### src/rtl/hhdd_ram.sv
module hhdd_ram #(
    parameter int WIDTH = 8,
    parameter int DEPTH = 16
) (
    input  logic                     i_clk,
    input  logic                     i_wr_en,
    input  logic [$clog2(DEPTH)-1:0] i_wr_addr,
    input  logic [WIDTH-1:0]         i_wr_data,
    input  logic [$clog2(DEPTH)-1:0] i_rd_addr,
    output logic [WIDTH-1:0]         o_rd_data
);

    logic [WIDTH-1:0] r_mem [DEPTH];
    logic [WIDTH-1:0] r_rd_data;

    always_ff @(posedge i_clk) begin
        if (i_wr_en) begin
            r_mem[i_wr_addr] <= i_wr_data;
        end
        r_rd_data <= r_mem[i_rd_addr];
    end

    assign o_rd_data = r_rd_data;

endmodule

### config.mk
export PLATFORM = sky130hd
export DESIGN_NAME = hhdd_ram
export DESIGN_NICKNAME = d
export VERILOG_FILES = /design/src/rtl/hhdd_ram.sv
export SDC_FILE = /design/constraint.sdc
export NUM_CORES = 1
export LEC_CHECK = 0
export ABC_AREA = 1
export BUFFER_PORTS_ARGS = -buffer_cell sky130_fd_sc_hd__buf_2
export CORE_MARGIN = 4
export CORE_UTILIZATION = 47
export CTS_BUF_LIST = sky130_fd_sc_hd__clkbuf_2
export CTS_CLUSTER_SIZE = 14
export DETAILED_ROUTE_END_ITERATION = 7
export HOLD_SLACK_MARGIN = 0.15
export PLACE_DENSITY = 0.77
export SLEW_MARGIN = 20
export SYNTH_ARGS = -nofsm -noshare
export SYNTH_HDL_FRONTEND = slang
export SYNTH_SLANG_ARGS = --single-unit
### constraint.sdc
create_clock -name i_clk -period 1.09 [get_ports i_clk]
set_input_delay 0.109 -clock i_clk [delete_from_list [all_inputs] [get_ports i_clk]]
set_output_delay 0.109 -clock i_clk [all_outputs]
set_load 0.05 [all_outputs]
==> impl_results.md, run 1 <==
- CTS Buf Count: 17
- Failing checks: negative setup slack
- GP Congestion: between 0.8 and 0.9
- Initial antenna violation count: 0
- Synth Net Count: approximately 570
- Clock sink total: approximately 140
- Post-synthesis sequential area ratio: 0.694
- Switching Share: 0.251
- Vias: about 4000
- Tmin final: around 1300 ps
- Root Driver: clkbuf_2
- Worst vdd ir: approximately 700 uV
- I/O Pins: 26
- Cell internal pwr: 0.00721 W
- Cell Area, Synth: between 5000 and 6000 um2
- Post-route cell area: 6700 um2
- Reg2reg start: r_mem[4][2]
- Crit path launch type: flip-flop
- CTS tree: yes
- Initial detailed-routing violation count: approximately 370
- Flop pwr share: 0.612
- Endpoint class of the critical path: primary output
- FF+latch count, synth: ~140
- HP Class: in -> reg
- Switching power total: 0.00242 W
- DP HPWL: 7930 um
- TritonRoute pass-1 iters: 5
- Final antenna-violating net count: 0
- Worst hold margin: 409 ps
- Clock slew at reported path FFs: about 190 ps
- Vias per std cell: 5.15
- Flop2flop setup slack: about 50 ps
- Final Hold Viols: 0
- CP max stage cell: dfxtp_2
- Mean routed wirelength per cell: ~16 um
- WP buf/inv: 1
- Drc violations: 0
- Clk_skew: 17.4 ps
- Cell taking the most area after synthesis: edfxtp_1
- Initial Utilization: 0.480
- Commonest non-fill, non-tap cell in the layout: nand2_1
- Kind of critical path: reg -> out
- Vias in the first global route: slightly below 4000
- Standard-cell rows: 40
- Synth top area share: 0.667
- Hold path startpoint: i_wr_data[6]
- P&R area growth vs syn: 16.1%
- GRT Residual Overflow: 0
- Largest net degree at the start of global routing: 65
- Slowest stage delay, CP: approximately 400 ps
- Number of max-cap violations: 0
- Unrepaired setup endpoints after global routing: yes
- Final nets: about 630
- Buffers on Ports: 25
- Die W: 119 um
- Placement-stage cell area: 6180 um2
- Core area: about 12000 um2
- WL final: roughly 12000 um
- Post-CTS setup buffer count: 0
- P_leak: between 2 and 3 nW
- CP cell instances: buf_8
- Post-layout worst setup margin: -223 ps
- Arrival time worst endpoint: 1200 ps
- Commonest cells after routing, fill and taps aside: nand2_1, edfxtp_1, inv_1
- Final setup fails: 8
- Critical Path Source: o_rd_data[1]
- First-pass GRT wire length: around 20000 um
- Pins Over Slew Limit: 0
- Synth warn: 0
- Clk pwr share: 0.285
- Comb pwr share: 0.103
- Worst relative slew slack: 0.716
- Worst-skew pair later-pin latency: approximately 660 ps
- Distinct cells, synth: 12
- GRT Total Usage: 0.188
- Largest cells by area after synthesis: edfxtp_1, nand2_1, nand3_1, inv_1, dfxtp_1
- Status: finished, violations left
- Die Ht: roughly 120 um
- CP delay by family, top: flip-flops
- CTS max path bufs: 2
- Diodes inserted: 0
- CP Max Fanout: 1
- Pwr Density: around 1400 nW/um2
- Worst slew pin tran: 426 ps
- Max H-tree Level: 4
- Cell count after synthesis: ~550
- Area of the die: approximately 14000 um2
- Final worst-path cycle share: 1.20
- Fraction of layout instances using a drive strength above 1: 0.159
- Req. time, crit path: between 900 and 1000 ps
- Achievable Freq: between 0.7 and 0.8 GHz
- Fin util: 0.558
- Synthesized area per cell: between 10 and 15 um2
[sequential cells by signal, indices dropped and copies added (netlist names)]
register	flops
r_mem	128
o_rd_data	8
[worst paths after layout]
| path | end | cells after the start |
|---|---|---|
| setup / recovery | o_rd_data[1] | 1 |
| hold / removal | r_mem[4][6] | 2 |
| setup reg to reg | o_rd_data[2] | 6 |
| hold reg to reg | o_rd_data[0] | 6 |
[synthesized netlist by cell type, drive strengths merged]
master,instances
inv,102
dfxtp,8
nand3,97
nand2,173
nand3b,2
edfxtp,128
nor2,17
buf,24
[metrics by stage]
step	setup slack (ps)	setup TNS, ps	std cells	total power, W
finish	-223	-1500	775	0.00963
global route	-315	-2240	775	0.0100
CTS	-289	-2050	775	0.00965
detailed placement	-84.1	-2190	727	0.00685
global placement	-38.6	-537	727	0.00683
floorplan	30.2	0	551	0.00652
[power groups by stage]
stage	Clock [W]	Combinational, W	Sequential [W]
floorplan	0	0.000412	0.00610
global placement	0	0.000845	0.00599
detailed placement	0	0.000859	0.00599
CTS	0.00279	0.000967	0.00589
global route	0.00305	0.00109	0.00591
finish	0.00275	0.000987	0.00589
[final cells by class]
class                           instances  area, um2
Clock buffer                           17       85.1
Clock inverter                         14        134
Fill cell                             979       5320
Inverter                              102        383
Multi-Input combinational cell        289       1250
Sequential cell                       136       4010
Tap cell                              147        184
Timing Repair Buffer                   70        648
[timing repair]
item                                   4_1_cts  5_1_grt
setup endpoints to repair                    8       13
endpoints found under the hold margin      264        0
resized for setup                           29       10
pin swaps                                    0        0
hold buffers                                17        0
[metal layers]
metal,up-vias,routed length (um),track usage,part of all wire
li1,1901,-,-,-
met5,-,0,0,0
met1,1876,5020,0.251,0.41
met3,24,996,0.0397,0.081
met2,194,6010,0.299,0.49
met4,0,310,0.0789,0.025
[kinds of logic (layout without fill, tap and decap cells)]
family        Yosys count  after routing  synth area share
simple gates          289            289             0.210
flops                 136            136             0.694
buf+inv               126            203            0.0952
Power figures use the tool's default switching activity.
==> run 2, diff against run 1 <==
--- a/config.mk
+++ b/config.mk
@@ -5,7 +5,7 @@
 export SDC_FILE = /design/constraint.sdc
 export NUM_CORES = 1
 export LEC_CHECK = 0
-export ABC_AREA = 1
+export ABC_AREA = 0
 export BUFFER_PORTS_ARGS = -buffer_cell sky130_fd_sc_hd__buf_2
 export CORE_MARGIN = 4
 export CORE_UTILIZATION = 47
==> run 2 against run 1 <==
Effect of this change: clock-buffer cell count unchanged; synthesized area is 11% lower; clock power is 21% higher; the flow still finishes with violations (negative setup slack); largest cell class unchanged; global-route usage down 2.4 points; via count decreased by 38%; cell count decreased by 41%; largest power group unchanged; sequential share of layout area up 4.4 points; critical path type unchanged; highest routed layer unchanged; die area decreased by 10%.
==> impl_results.md, run 2 <==
- Distinct cells, synth: 19
- Achievable Freq: between 0.7 and 0.8 GHz
- Endpoint class of the critical path: primary output
- TritonRoute pass-1 iters: 4
- Mean routed wirelength per cell: slightly above 20 um
- Worst vdd ir: 820 uV
- FF+latch count, synth: 136
- Clock sink total: 136
- WP buf/inv: 1
- Req. time, crit path: just under 1000 ps
- Final worst-path cycle share: 1.20
- Top cells by instance count after synthesis: edfxtp_1, mux4_2, a22oi_1
- Status: finished, violations left
- Core area: between 10000 and 15000 um2
- Vias per std cell: 5.38
- Largest cells by area after synthesis: edfxtp_1, mux4_2, mux4_1, dfxtp_1, a22oi_1
- Post-CTS setup buffer count: 0
- Tmin final: around 1300 ps
- Worst hold endpoint: r_mem[3][4]
- TNS Setup: -5320 ps
- Post-synthesis sequential area ratio: 0.778
- WL final: around 9600 um
- CTS Buf Count: 17
- HP Class: in -> reg
- Count leader, synth: edfxtp_1
- Initial detailed-routing violation count: between 200 and 300
- Largest net degree at the start of global routing: 17
- Cell count after synthesis: approximately 230
- Clk_skew: between 30 and 40 ps
- Die W: roughly 110 um
- DP HPWL: roughly 6500 um
- CP Max Fanout: 1
- Worst relative slew slack: 0.351
- Synth Net Count: 247
- GP Congestion: about 0.71
- Standard-cell rows: 37
- CTS max path bufs: 2
- CP cell instances: buf_8
- Pins Over Slew Limit: 0
- Final antenna-violating net count: 0
- Unrepaired setup endpoints after global routing: yes
- Buffers on Ports: 25
- GRT Residual Overflow: 0
- Drc violations: 0
- CP delay by family, top: flip-flops
- Register with the most flip-flops: r_mem
- Final nets: 328
- Max H-tree Level: 4
- Arrival time worst endpoint: ~1200 ps
- Worst-skew pair later-pin latency: ~660 ps
- Number of max-cap violations: 0
- P_leak: ~2.1 nW
- Pre-CTS setup slack: -442 ps
- P&R area growth vs syn: 21.2%
- Initial Utilization: 0.490
- Synth warn: 0
- Failing checks: negative setup slack
- Kind of critical path: reg -> out
- Reg-to-Reg End: o_rd_data[6]
- Root Driver: clkbuf_2
- First-pass GRT wire length: between 10000 and 15000 um
- Synthesized area per cell: between 20 and 25 um2
- Async set-reset flop share out of synthesis: 0
- CP max stage cell: dfxtp_2
- Hold Crit Depth: 3
- Pwr Density: 1620 nW/um2
- CTS tree: yes
- Clock slew at reported path FFs: 210 ps
- Slowest stage delay, CP: approximately 390 ps
- Number of synthesized flops with an enable pin: approximately 130
- Initial antenna violation count: 1
- Reg2reg path depth: 3
- Die Ht: between 100 and 150 um
- Post-synth top flop: edfxtp_1
- Worst slew pin tran: a little under 1000 ps
- Fraction of layout instances using a drive strength above 1: 0.455
- Final setup fails: 50
- Vias in the first global route: roughly 2600
- Vias: 2477
- Commonest cells after routing, fill and taps aside: edfxtp_1, mux4_2, buf_4
- Hold path startpoint: i_wr_addr[2]
- Largest register FFs: around 130
- Synth top area share: 0.747
- Cell taking the most area after synthesis: edfxtp_1
- Commonest non-fill, non-tap cell in the layout: edfxtp_1
- Reg2reg start: r_mem[11][6]
- Area of the die: 12700 um2
- Cell Area, Synth: a little over 5000 um2
- Flop2flop setup slack: -200 ps
- Post-layout worst setup margin: -215 ps
- GRT Total Usage: 0.164
- Final Hold Viols: 0
- Crit path launch type: flip-flop
- I/O Pins: 26
## run 2: cell count changes after synthesis, sizes merged, moves of 2 or more
cell,previous run,this run
nand2b,0,2
mux4,0,32
buf,24,7
nor3,0,4
a22oi,0,16
inv,102,0
nand3,97,1
nand2,173,9
clkdlybuf4s25,0,3
nor2,17,13
## run 2: final cells by class
type                    instances  area (um2)
diodes                          1        2.50
clock buffers                  17        85.1
clock inverters                15         201
fillers                       720        4270
multi-input cells              83        1120
flip-flops and latches        136        4010
well taps                     136         170
repair buffers                 72         649
## run 2: layer usage
layer / up-vias / part of all wire / global-route usage / wire [um]
met1: 1252 / 0.39 / 0.202 / 3760
met2: 86 / 0.54 / 0.275 / 5160
met4: 0 / 0.017 / 0.0617 / 162
met5: - / 0 / 0 / 0
li1: 1124 / - / - / -
met3: 15 / 0.050 / 0.0485 / 473
## run 2: what timing repair did
item,4_1_cts,5_1_grt
resized for setup,40,1
setup endpoints to repair,16,16
pin swaps,3,1
hold buffers,13,3
endpoints found under the hold margin,233,47
## run 2: per-stage QoR
| step | power (W) | instance area [um2] | hold slack, ps | cells | util |
|---|---|---|---|---|---|
| after global routing | 0.0105 | 6240 | -67.6 | 460 | 0.594 |
| after global placement | 0.00670 | 5650 | 491 | 411 | 0.538 |
| after detailed placement | 0.00672 | 5650 | 508 | 411 | 0.538 |
| after CTS | 0.0101 | 6200 | -34.3 | 456 | 0.590 |
| after floorplan | 0.00644 | 5180 | 208 | 229 | - |
| final | 0.0101 | 6240 | 16.7 | 460 | 0.594 |
## run 2: cell families (layout without fill, tap and decap cells)
group | Yosys count | in the layout | share of synthesized area
AO/OA/AOI/OAI | 16 | 16 | 0.0233
flip-flops | 136 | 136 | 0.778
multiplexers | 32 | 32 | 0.150
AND/OR/NAND/NOR | 35 | 35 | 0.0318
buffers and inverters | 10 | 104 | 0.0168
other | 0 | 1 | 0
## run 2: how the worst max path moves through the flow
stage,from,endpoint,cells after the start
finish,o_rd_data[5],o_rd_data[5],1
global route,o_rd_data[5],o_rd_data[5],1
CTS,o_rd_data[1],o_rd_data[1],1
detailed placement,i_rd_addr[0],o_rd_data[5],6
floorplan,i_wr_addr[2],r_mem[0][0],2
global placement,i_rd_addr[0],o_rd_data[7],6
## run 2: where the power goes
part / switching [W] / internal [W] / leakage, nW / total (W)
clock: 0.00181 / 0.00152 / 0.162 / 0.00333
sequential: 0.0000467 / 0.00585 / 1.22 / 0.00589
combinational: 0.000463 / 0.000399 / 0.692 / 0.000861
==> run 3, diff against run 2 <==
--- a/config.mk
+++ b/config.mk
@@ -6,14 +6,14 @@
 export NUM_CORES = 1
 export LEC_CHECK = 0
 export ABC_AREA = 0
-export BUFFER_PORTS_ARGS = -buffer_cell sky130_fd_sc_hd__buf_2
 export CORE_MARGIN = 4
 export CORE_UTILIZATION = 47
 export CTS_BUF_LIST = sky130_fd_sc_hd__clkbuf_2
 export CTS_CLUSTER_SIZE = 14
 export DETAILED_ROUTE_END_ITERATION = 7
+export DONT_BUFFER_PORTS = 1
 export HOLD_SLACK_MARGIN = 0.15
-export PLACE_DENSITY = 0.77
+export PLACE_DENSITY = 0.75
 export SLEW_MARGIN = 20
 export SYNTH_ARGS = -nofsm -noshare
 export SYNTH_HDL_FRONTEND = slang
==> run 3 against run 2 <==
Effect of this change: the run ends with negative hold slack, negative setup slack left; clock power shrank 20%; total power shrank 8.4%; design area is 4.6% lower; worst hold slack worse by 300 ps; via count down 3.0%; die area unchanged; largest power group unchanged; largest cell class unchanged.
==> impl_results.md, run 3 (synthesis results as in run 2) <==
- Status: finished, violations left
- Failing checks: negative hold slack, negative setup slack
- Clock slew at reported path FFs: between 200 and 250 ps
- Die Ht: roughly 110 um
- Achievable Freq: 0.755 GHz
- WL final: around 9600 um
- P_leak: approximately 1.9 nW
- Post-CTS setup buffer count: 0
- Slowest stage delay, CP: around 380 ps
- Core area: between 10000 and 15000 um2
- Post-layout worst setup margin: -235 ps
- First-pass GRT wire length: roughly 15000 um
- GRT Residual Overflow: 0
- Die W: between 100 and 150 um
- Vias per std cell: around 5.6
- TNS Setup: -3390 ps
- Unrepaired setup endpoints after global routing: yes
- CP cell instances: buf_6
- Register with the most flip-flops: r_mem
- Worst vdd ir: approximately 700 uV
- Worst hold margin: -279 ps
- Fillers: between 700 and 800
- Final antenna-violating net count: 0
- Clk_skew: between 30 and 40 ps
- Switching power total: 0.00226 W
- Crit path launch type: flip-flop
- P&R area growth vs syn: 15.6%
- Largest net degree at the start of global routing: 33
- Worst slew pin tran: ~950 ps
- Initial detailed-routing violation count: roughly 190
- Pins Over Slew Limit: 0
- TritonRoute pass-1 iters: 4
- Area of the die: approximately 13000 um2
- Worst relative slew slack: 0.365
- Worst-skew pair later-pin latency: approximately 690 ps
- Mean routed wirelength per cell: 22.5 um
- Clk pwr share: 0.290
- CP Max Fanout: 1
- Initial Utilization: 0.490
- Clock sink total: 136
- Largest register FFs: 128
- CP max stage cell: dfxtp_2
- Final nets: slightly below 300
- Initial antenna violation count: 1
- Commonest non-fill, non-tap cell in the layout: edfxtp_1
- Endpoint class of the critical path: primary output
- Final setup fails: 45
- Flop pwr share: 0.644
- WP buf/inv: 1
- GRT Total Usage: 0.162
- CTS Buf Count: 17
- Power Total: roughly 0.009 W
- Arrival time worst endpoint: around 1200 ps
- Drc violations: 0
- Max H-tree Level: 4
- Comb pwr share: 0.066
- CTS max path bufs: 2
- CTS tree: yes
- DP HPWL: slightly above 6000 um
- CP delay by family, top: flip-flops
- Pwr Density: about 1600 nW/um2
- Req. time, crit path: just under 1000 ps
- Switching Share: 0.245
- Vias in the first global route: ~2600
- Vias: about 2400
- Diodes inserted: 0
- Post-route cell area: 5950 um2
- Tmin final: between 1000 and 1500 ps
- HP Class: in -> reg
- Standard-cell rows: 37
- Number of max-cap violations: 0
- GP Congestion: 0.708
- Root Driver: clkbuf_2
- Kind of critical path: reg -> out
- Cell internal pwr: about 0.0070 W
- Buffers on Ports: 0
- Final worst-path cycle share: 1.22
- Fraction of layout instances using a drive strength above 1: 0.403
- Placement-stage cell area: 5480 um2
- I/O Pins: 26
- Commonest cells after routing, fill and taps aside: edfxtp_1, mux4_2, clkbuf_2
- Final Hold Viols: 8
## run 3: cell types whose count changed in the layout (fill, tap and decap cells not counted), sizes merged
cell          delta
inv              +1
clkbuf           +1
clkinvlp         +3
buf             -31
dlymetal6s4s     +2
bufinv           -3
diode            -1
dlygate4sd3      -4
clkinv           -2
## run 3: final timing paths
| path | slack, ps | end | startpoint | depth (start not counted) |
|---|---|---|---|---|
| worst max register to register | -200 | o_rd_data[7] | r_mem[11][7] | 3 |
| worst max-delay path | -230 | o_rd_data[0] | o_rd_data[0] | 1 |
| worst min-delay path | -280 | o_rd_data[0] | i_rd_addr[1] | 3 |
| worst min register to register | 670 | o_rd_data[0] | r_mem[14][0] | 3 |
## run 3: layout make-up
class | count | area, um2 | share of cell area
Clock inverter | 14 | 125 | 0.0210
Multi-Input combinational cell | 83 | 1120 | 0.188
Sequential cell | 136 | 4020 | 0.676
Tap cell | 136 | 170 | 0.0286
Timing Repair Buffer | 39 | 422 | 0.0709
Clock buffer | 18 | 90.1 | 0.0151
## run 3: timing repair
item,in CTS,in global routing
pin swaps,5,2
endpoints found under the setup margin,16,87
endpoints found under the hold margin,264,9
hold buffers,13,1
resized for setup,27,7
## run 3: per-stage QoR
stage,utilization,setup slack [ps],instances
4_1_cts,0.563,-284,425
2_1_floorplan,-,-152,229
6_report,0.566,-235,426
5_1_grt,0.566,-340,426
3_5_place_dp,0.521,-233,380
3_3_place_gp,0.521,-235,380
## run 3: power by group through the flow
| stage | Sequential (W) | Combinational [W] | Clock [W] |
|---|---|---|---|
| floorplan | 0.00610 | 0.000334 | 0 |
| global placement | 0.00605 | 0.000439 | 0 |
| detailed placement | 0.00606 | 0.000443 | 0 |
| CTS | 0.00595 | 0.000600 | 0.00273 |
| global route | 0.00597 | 0.000647 | 0.00299 |
| finish | 0.00595 | 0.000609 | 0.00267 |
## run 3: per-layer routing
layer  part of all wire  routed length (um)  global-route usage  up-vias
li1                   -                   -                   -     1066
met1               0.40                3860               0.214     1226
met2               0.50                4810               0.260       98
met3              0.086                 821              0.0544       11
met4             0.0095                  91              0.0465        2
met5            0.00073                   7                   0        -
